**config.mk**
```make
export PLATFORM = sky130hd
export DESIGN_NAME = hmi_uart_frame_parser_unit
export DESIGN_NICKNAME = d
export VERILOG_FILES = /design/src/rtl/hmi_ufp_pkg.sv /design/src/rtl/hmi_ufp_core.sv /design/src/rtl/hmi_ufp_out_reg.sv /design/src/rtl/hmi_uart_frame_parser_unit.sv
export SDC_FILE = /design/constraint.sdc
export NUM_CORES = 1
export LEC_CHECK = 0
export BUFFER_PORTS_ARGS = -buffer_cell sky130_fd_sc_hd__buf_4
export CAP_MARGIN = 0
export CORE_AREA = 2 2 110 112
export CTS_CLUSTER_SIZE = 12
export DETAILED_ROUTE_END_ITERATION = 8
export DIE_AREA = 0 0 112 114
export GPL_ROUTABILITY_DRIVEN = 0
export HOLD_SLACK_MARGIN = 0.03
export PLACE_DENSITY_LB_ADDON = 0.05
export SLEW_MARGIN = 20
export SYNTH_ARGS = -nofsm -noshare
export SYNTH_HDL_FRONTEND = slang
export SYNTH_HIERARCHICAL = 1
export SYNTH_SLANG_ARGS = --single-unit
```
**constraint.sdc**
```tcl
create_clock -name clk_i -period 3.5 [get_ports clk_i]
set_clock_uncertainty 0.15 [all_clocks]
set_input_delay 0.875 -clock clk_i [delete_from_list [all_inputs] [get_ports clk_i]]
set_output_delay 0.875 -clock clk_i [all_outputs]
set_load 0.1 [all_outputs]
```
**src/rtl/hmi_ufp_pkg.sv**
```systemverilog
// ----------------------------------------------------------------------------
// hmi_ufp_pkg
// Shared types and constants for the HMI UART frame parser.
// ----------------------------------------------------------------------------
package hmi_ufp_pkg;

  // Default receive buffer depth in bytes.
  localparam int unsigned RxDepthDefault = 64;

  // Field widths of the stream payloads.
  localparam int unsigned ByteW  = 8;
  localparam int unsigned ValueW = 16;
  localparam int unsigned DlenW  = 6;
  localparam int unsigned FlenW  = 7;

  // Output tdata: event_id, event_value, data_length, frame_length, padded to bytes.
  localparam int unsigned OutFieldsW = ByteW + ValueW + DlenW + FlenW;
  localparam int unsigned OutTdataW  = ((OutFieldsW + 7) / 8) * 8;

  // Configuration port.
  localparam int unsigned CfgAddrW = 2;
  localparam int unsigned CfgDataW = 8;

  typedef enum logic [CfgAddrW-1:0] {
    CFG_FRAME_HEAD = 2'd0,
    CFG_FRAME_TAIL = 2'd1,
    CFG_SKIP_HEAD  = 2'd2
  } cfg_reg_e;

  // Register reset values.
  localparam logic [ByteW-1:0] FrameHeadReset = 8'hA5;
  localparam logic [ByteW-1:0] FrameTailReset = 8'h5A;
  localparam logic [ByteW-1:0] SkipHeadReset  = 8'h65;

  // Fixed byte codes.
  localparam logic [ByteW-1:0] FillByte   = 8'hFF;
  localparam logic [ByteW-1:0] DigitZero  = 8'h30;
  localparam logic [ByteW-1:0] DigitNine  = 8'h39;

  // Parser modes.
  typedef enum logic [1:0] {
    MODE_IDLE = 2'd0,
    MODE_DATA = 2'd1,
    MODE_SKIP = 2'd2
  } parse_mode_e;

  // Event kinds.
  typedef enum logic {
    EVT_BUTTON = 1'b0,
    EVT_DATA   = 1'b1
  } evt_kind_e;

  // One parsed event.
  typedef struct packed {
    evt_kind_e               kind;
    logic [ByteW-1:0]        id;
    logic [ValueW-1:0]       value;
    logic [DlenW-1:0]        dlen;
    logic [FlenW-1:0]        flen;
  } evt_t;

endpackage

```
**src/rtl/hmi_ufp_core.sv**
```systemverilog
// ----------------------------------------------------------------------------
// hmi_ufp_core
// Input byte register, configuration registers and the parser state machine.
// ----------------------------------------------------------------------------
module hmi_ufp_core #(
  parameter int unsigned RX_DEPTH = hmi_ufp_pkg::RxDepthDefault
) (
  input  logic                              clk_i,
  input  logic                              rst_ni,
  // Configuration writes.
  input  logic                              cfg_we_i,
  input  logic [hmi_ufp_pkg::CfgAddrW-1:0]  cfg_addr_i,
  input  logic [hmi_ufp_pkg::CfgDataW-1:0]  cfg_data_i,
  // Received bytes.
  input  logic                              rx_valid_i,
  output logic                              rx_ready_o,
  input  logic [hmi_ufp_pkg::ByteW-1:0]     rx_byte_i,
  // Parsed events.
  output logic                              evt_valid_o,
  input  logic                              evt_ready_i,
  output hmi_ufp_pkg::evt_t                 evt_o
);
  import hmi_ufp_pkg::*;

  localparam int unsigned PosW = $clog2(RX_DEPTH);
  localparam int unsigned LenW = PosW + 1;

  localparam logic [PosW-1:0] PosLast = PosW'(RX_DEPTH - 1);
  localparam logic [PosW-1:0] PosOne  = PosW'(1);
  localparam logic [PosW-1:0] PosTwo  = PosW'(2);
  localparam logic [LenW-1:0] LenHdr  = LenW'(3);

  // Configuration registers.
  logic [ByteW-1:0] head_q, tail_q, skip_q;

  always_ff @(posedge clk_i or negedge rst_ni) begin
    if (!rst_ni) begin
      head_q <= FrameHeadReset;
      tail_q <= FrameTailReset;
      skip_q <= SkipHeadReset;
    end else if (cfg_we_i) begin
      case (cfg_reg_e'(cfg_addr_i))
        CFG_FRAME_HEAD: head_q <= cfg_data_i;
        CFG_FRAME_TAIL: tail_q <= cfg_data_i;
        CFG_SKIP_HEAD:  skip_q <= cfg_data_i;
        default: ;
      endcase
    end
  end

  // Input register: a byte waits here until the event stage has room.
  logic             in_valid_q;
  logic [ByteW-1:0] in_byte_q;
  logic             fire;

  assign fire       = in_valid_q && evt_ready_i;
  assign rx_ready_o = !in_valid_q || fire;

  always_ff @(posedge clk_i or negedge rst_ni) begin
    if (!rst_ni) begin
      in_valid_q <= 1'b0;
    end else if (rx_ready_o) begin
      in_valid_q <= rx_valid_i;
    end
  end

  always_ff @(posedge clk_i) begin
    if (rx_ready_o && rx_valid_i) begin
      in_byte_q <= rx_byte_i;
    end
  end

  // Parser state.
  parse_mode_e       mode_q, mode_d;
  logic [1:0]        ff_cnt_q, ff_cnt_d;
  logic [PosW-1:0]   pos_q, pos_d;
  logic [ByteW-1:0]  id_q, id_d;
  logic [ValueW-1:0] acc_q, acc_d;

  always_ff @(posedge clk_i or negedge rst_ni) begin
    if (!rst_ni) begin
      mode_q   <= MODE_IDLE;
      ff_cnt_q <= 2'd0;
      pos_q    <= '0;
      acc_q    <= '0;
    end else begin
      mode_q   <= mode_d;
      ff_cnt_q <= ff_cnt_d;
      pos_q    <= pos_d;
      acc_q    <= acc_d;
    end
  end

  // The control id has no reset; it is always written before a tail reads it.
  always_ff @(posedge clk_i) begin
    id_q <= id_d;
  end

  // Helper values for the current byte.
  logic [ByteW-1:0]  b;
  logic              is_digit;
  logic [ValueW-1:0] acc_next;
  logic [LenW-1:0]   len;
  logic              has_data;

  assign b        = in_byte_q;
  assign is_digit = (b >= DigitZero) && (b <= DigitNine);
  // Multiply by ten as two shifts, then add the digit, all modulo 2^16.
  assign acc_next = (acc_q << 3) + (acc_q << 1) + ValueW'(b - DigitZero);
  assign len      = LenW'(pos_q) + LenW'(1);
  assign has_data = len > LenHdr;

  // Next state and event formation.
  always_comb begin
    mode_d      = mode_q;
    ff_cnt_d    = ff_cnt_q;
    pos_d       = pos_q;
    id_d        = id_q;
    acc_d       = acc_q;
    evt_valid_o = 1'b0;
    evt_o.kind  = has_data ? EVT_DATA : EVT_BUTTON;
    evt_o.id    = id_q;
    evt_o.value = has_data ? acc_q : '0;
    evt_o.dlen  = has_data ? DlenW'(len - LenHdr) : '0;
    evt_o.flen  = FlenW'(len);

    if (fire) begin
      case (mode_q)
        MODE_IDLE: begin
          if (b == skip_q) begin
            mode_d   = MODE_SKIP;
            ff_cnt_d = 2'd0;
          end else if (b == FillByte) begin
            // Fill bytes are dropped outside a skipped packet.
          end else if (b == head_q) begin
            mode_d = MODE_DATA;
            pos_d  = PosOne;
            acc_d  = '0;
          end
        end
        MODE_SKIP: begin
          // Leave skip mode after three fill bytes in a row.
          if (b == FillByte) begin
            if (ff_cnt_q == 2'd2) begin
              mode_d   = MODE_IDLE;
              ff_cnt_d = 2'd0;
            end else begin
              ff_cnt_d = ff_cnt_q + 2'd1;
            end
          end else begin
            ff_cnt_d = 2'd0;
          end
        end
        MODE_DATA: begin
          if (b == FillByte) begin
            // Ignored inside a frame as well.
          end else if (b == head_q) begin
            // A new head restarts the frame.
            pos_d = PosOne;
            acc_d = '0;
          end else if (b == tail_q) begin
            evt_valid_o = (pos_q >= PosTwo);
            mode_d      = MODE_IDLE;
            pos_d       = '0;
          end else if (pos_q < PosLast) begin
            if (pos_q == PosOne) begin
              id_d = b;
            end else if (is_digit) begin
              acc_d = acc_next;
            end
            pos_d = pos_q + PosOne;
          end else begin
            // Buffer full: the frame is dropped.
            mode_d = MODE_IDLE;
            pos_d  = '0;
          end
        end
        default: begin
          mode_d = MODE_IDLE;
          pos_d  = '0;
        end
      endcase
    end
  end

endmodule

```
**src/rtl/hmi_ufp_out_reg.sv**
```systemverilog
// ----------------------------------------------------------------------------
// hmi_ufp_out_reg
// Output register that holds one event until the downstream side takes it.
// ----------------------------------------------------------------------------
module hmi_ufp_out_reg (
  input  logic              clk_i,
  input  logic              rst_ni,
  input  logic              evt_valid_i,
  output logic              evt_ready_o,
  input  hmi_ufp_pkg::evt_t evt_i,
  output logic              out_valid_o,
  input  logic              out_ready_i,
  output hmi_ufp_pkg::evt_t out_evt_o
);
  import hmi_ufp_pkg::*;

  logic valid_q;
  evt_t evt_q;

  // Room for a new event when empty or when the held one leaves now.
  assign evt_ready_o = !valid_q || out_ready_i;
  assign out_valid_o = valid_q;
  assign out_evt_o   = evt_q;

  always_ff @(posedge clk_i or negedge rst_ni) begin
    if (!rst_ni) begin
      valid_q <= 1'b0;
    end else if (evt_ready_o) begin
      valid_q <= evt_valid_i;
    end
  end

  always_ff @(posedge clk_i) begin
    if (evt_ready_o && evt_valid_i) begin
      evt_q <= evt_i;
    end
  end

endmodule

```
**src/rtl/hmi_uart_frame_parser_unit.sv**
```systemverilog
// ----------------------------------------------------------------------------
// hmi_uart_frame_parser_unit
// Byte-serial parser for HMI panel frames with a stream interface.
// ----------------------------------------------------------------------------
// Throughput: one received byte per cycle while the event side keeps up; a held
// event stalls the byte side once the input register is also occupied.
// An event word is offered on the master side once its tail byte has passed the
// input register and the event has been captured in the output register.
// Reset clears the parser to idle, empties both registers and restores the
// head, tail and skip byte registers to their defaults.
module hmi_uart_frame_parser_unit #(
  parameter int unsigned RX_DEPTH = hmi_ufp_pkg::RxDepthDefault
) (
  input  logic                                 clk_i,
  input  logic                                 rst_ni,
  // Configuration write port.
  input  logic                                 cfg_we_i,
  input  logic [hmi_ufp_pkg::CfgAddrW-1:0]     cfg_addr_i,
  input  logic [hmi_ufp_pkg::CfgDataW-1:0]     cfg_data_i,
  // Received bytes.
  input  logic                                 s_axis_tvalid_i,
  output logic                                 s_axis_tready_o,
  // [7:0] rx_byte
  input  logic [hmi_ufp_pkg::ByteW-1:0]        s_axis_tdata_i,
  // Events.
  output logic                                 m_axis_tvalid_o,
  input  logic                                 m_axis_tready_i,
  // [7:0] event_id, [23:8] event_value, [29:24] data_length,
  // [36:30] frame_length, [39:37] zero
  output logic [hmi_ufp_pkg::OutTdataW-1:0]    m_axis_tdata_o,
  // [0] event_kind
  output logic                                 m_axis_tuser_o
);
  import hmi_ufp_pkg::*;

  logic evt_valid, evt_ready;
  evt_t evt, out_evt;

  hmi_ufp_core #(
    .RX_DEPTH (RX_DEPTH)
  ) u_core (
    .clk_i       (clk_i),
    .rst_ni      (rst_ni),
    .cfg_we_i    (cfg_we_i),
    .cfg_addr_i  (cfg_addr_i),
    .cfg_data_i  (cfg_data_i),
    .rx_valid_i  (s_axis_tvalid_i),
    .rx_ready_o  (s_axis_tready_o),
    .rx_byte_i   (s_axis_tdata_i),
    .evt_valid_o (evt_valid),
    .evt_ready_i (evt_ready),
    .evt_o       (evt)
  );

  hmi_ufp_out_reg u_out_reg (
    .clk_i       (clk_i),
    .rst_ni      (rst_ni),
    .evt_valid_i (evt_valid),
    .evt_ready_o (evt_ready),
    .evt_i       (evt),
    .out_valid_o (m_axis_tvalid_o),
    .out_ready_i (m_axis_tready_i),
    .out_evt_o   (out_evt)
  );

  // Pack the event fields, lowest field first, zero padded to whole bytes.
  assign m_axis_tdata_o = OutTdataW'({out_evt.flen, out_evt.dlen, out_evt.value, out_evt.id});
  assign m_axis_tuser_o = out_evt.kind;

endmodule
```
==> impl_results.md <==
- Initial antenna violation count: 0
- Sw Share: 0.254
- Hold crit path type: reg2reg
- Hold EP: u_out_reg/out_evt_o[30]
- Pin count of the biggest net entering global routing: 53
- Clock power frac: 0.362
- P per Cell Area: 481 nW/um2
- Worst path depth: 11
- Reg clk slew, reported paths: 0.07 ns
- Post-route ant nets: 0
- Fillers: 1004
- CP arrival: 3.29 ns
- Share of layout cells above drive strength 1: 0.302
- Fin worst setup slack: 0.272 ns
- Final Max Slew Viols: 0
- Critical-path top delay cell: fa_1
- Yosys warns: 6
- WP data required: 3.57 ns
- Total negative setup slack: 0 ns
- Period Utilization, post-route: 0.922
- Static leakage: 2.79 nW
- TritonCTS clock tree: yes
- Initial Util: 0.485
- Max FO, Critical Path: 7
- IO Pins: 66
- Pint: 2.36 mW
- Commonest non-fill, non-tap cells in the layout: buf_4, edfxtp_1, dfrtp_1
- Vias in the first global route: 3617
- Critical R2R Launch: u_core/b[6]
- Startpoint types: flip-flop
- Fmax: 310 MHz
- Most common cell after layout, fill and taps aside: buf_4
- Register-to-register setup slack: 0.27 ns
- Worst R2R End: u_core/acc_q[15]
- Slew margin rel.: 0.512
- Sw Pwr: 803 uW
- CTS buffer count: 9
- Family with the most delay on the worst path: compound AO/OA/AOI/OAI gates
- Seq pwr share: 0.479
- Detailed Place HPWL: 8.19 mm
- Worst Tran Pin Value: 0.729 ns
- CTS Buffer Depth: 2
- # DRC: 0
- Die W: 112 um
- NumNets Final: 557
- Die Height: 114 um
- Async S/R FF share, synth: 0.491
- Dominant synthesized flop cell: edfxtp_1
- DR iter-0 viols: 117
- RSZ-0062 raised after global routing: no
- Dpl cell area: 6230 um2
- Max incr delay on CP: 0.44 ns
- Post-synthesis register bit count: 106
- Vias per inst: 5.42
- Library cells used by synthesis: 66
- Hold Startpoint: u_core/id_q[1]
- Pre-Repair DR Iteration Count: 4
- H-tree level count: 3
- IO Port Bufs: 62
- CP Capture Type: flip-flop
- Core area: 11700 um2
- Post-route cell area: 6580 um2
- Post-synth EDFFs: 54
- Tmin final: 3.23 ns
- Crit Path Category: reg2reg
- Area delta synth->final: 16.0%
- Cell count after synthesis: 439
- Comb pwr share: 0.159
- DRT Wirelength: 11.2 mm
- Row count: 40
- Final setup vio count: 0
- Avg Cell Area, Syn: 12.9 um2
- Mapped cell area: 5680 um2
- Seq/Total Area, Yosys: 0.517
- Total gr overflow: 0
- CTS sink count: 106
- Die outline area: 12800 um2
- Crit path cell chain: or2_2 -> nor2_2 -> buf_4 -> fa_1 -> ha_1 -> a21oi_1 -> nor2_1 -> a2111oi_0 -> a31oi_1 -> xnor2_1 -> o2bb2ai_1
- Via count: 3536
- Wirelength per Cell: 17.2 um
- First-pass GRT wire length: 18.7 mm
- Peak VDD IR: 0.000293 V
- Cts hold-fix bufs: 0
- Global Route Usage Sum: 0.190
- Root Driver: clkbuf_16
- Final Hold Vio Count: 0
- CP Buf/Inv Count: 1
- R2R depth: 11
- Pre-CTS setup slack: 0.221 ns
- Status: complete, no violations
- Worst hold path cell count: 0
- Antenna fix cells: 0
- MaxCap Viol Count: 0
- Clock Latency Late Sink: 0.35 ns
==> cells by family (layout without fill, tap and decap cells) <==
group,Yosys count,after routing,share of synthesized area
simple gates,111,111,0.119
compound gates,75,75,0.0972
flops,106,106,0.517
xor+xnor,44,44,0.0692
mux,32,32,0.0674
buf+inv,37,102,0.0390
fa+ha+maj,33,33,0.0899
other cells,1,3,0.000660
==> power by group through the flow <==
stage	combinational, mW	clock, mW	sequential (mW)
finish	0.503	1.15	1.51
CTS	0.511	1.19	1.52
floorplan	0.427	0	1.50
global route	0.566	1.24	1.53
global placement	0.504	0	1.54
detailed placement	0.506	0	1.54
==> worst max path at each step <==
stage,start,endpoint
final,u_core/b[6],u_core/acc_q[15]
after global routing,u_core/b[6],u_core/acc_q[15]
after CTS,u_core/b[6],u_core/acc_q[14]
after detailed placement,u_core/b[6],u_core/acc_q[14]
after global placement,u_core/b[6],u_core/acc_q[14]
after floorplan,u_core/b[6],u_core/acc_q[11]
==> metal layers <==
metal | vias up | track usage | wire length, um
met5 | - | 0 | 0
met4 | 0 | 0.0919 | 287
met3 | 22 | 0.0324 | 359
met2 | 62 | 0.303 | 5320
met1 | 1764 | 0.254 | 5280
li1 | 1688 | - | -
==> per-stage QoR <==
step,std cells,hold slack (ns),util,total power [mW]
2_1_floorplan,441,0.250,-,1.93
3_3_place_gp,637,0.257,0.532,2.04
3_5_place_dp,637,0.256,0.532,2.05
4_1_cts,653,0.273,0.561,3.21
5_1_grt,653,0.292,0.562,3.33
6_report,653,0.271,0.562,3.16
==> state kept, by name (all words and copies together) (netlist names) <==
register               count
u_out_reg/out_evt_o       38
u_core/acc_q              16
u_core/b                   8
u_core/head_q              8
u_core/id_q                8
u_core/skip_q              8
u_core/tail_q              8
u_core/pos_q               6
u_core/ff_cnt_q            2
u_core/mode_q              2
u_core/in_valid_q          1
u_out_reg/out_valid_o      1
==> cells in the mapped netlist (3+ instances only) <==
cell	n	area share
edfxtp_1	54	0.29
inv_1	17	0.011
mux2_2	26	0.052
clkbuf_1	4	0.0026
or3_1	3	0.0033
buf_6	8	0.016
nor4_4	3	0.011
o2bb2ai_1	5	0.0077
xnor2_1	22	0.034
buf_2	3	0.0026
a211oi_1	3	0.0040
o21a_1	5	0.0066
dfstp_2	12	0.056
a21oi_1	9	0.0079
nand2b_1	3	0.0033
nor3_1	5	0.0044
dfrtp_1	40	0.18
o21ai_0	18	0.016
nor2b_1	4	0.0044
nand3_1	6	0.0053
ha_1	20	0.044
fa_1	13	0.046
buf_4	5	0.0066
xor2_1	21	0.032
nor2_1	18	0.012
o31ai_1	7	0.0093
nand2_1	21	0.014
and2_1	22	0.024
nand4_1	7	0.0077
a31oi_1	4	0.0044
or2_2	3	0.0033
mux2_4	6	0.016
==> final cells by class <==
type / count / area, um2 / share of cell area
Inverter: 17 / 63.8 / 0.00969
Tap cell: 147 / 184 / 0.0279
Clock inverter: 7 / 115 / 0.0175
Clock buffer: 9 / 225 / 0.0342
Sequential cell: 106 / 2940 / 0.446
Timing Repair Buffer: 69 / 518 / 0.0787
Multi-Input combinational cell: 298 / 2540 / 0.386
==> repair_timing <==
item | CTS | global route
gates resized for setup | 0 | 1
setup endpoints to repair | 0 | 1
buffers inserted | 0 | 0
hold endpoints to repair | 0 | 0
Power figures use the tool's default switching activity.
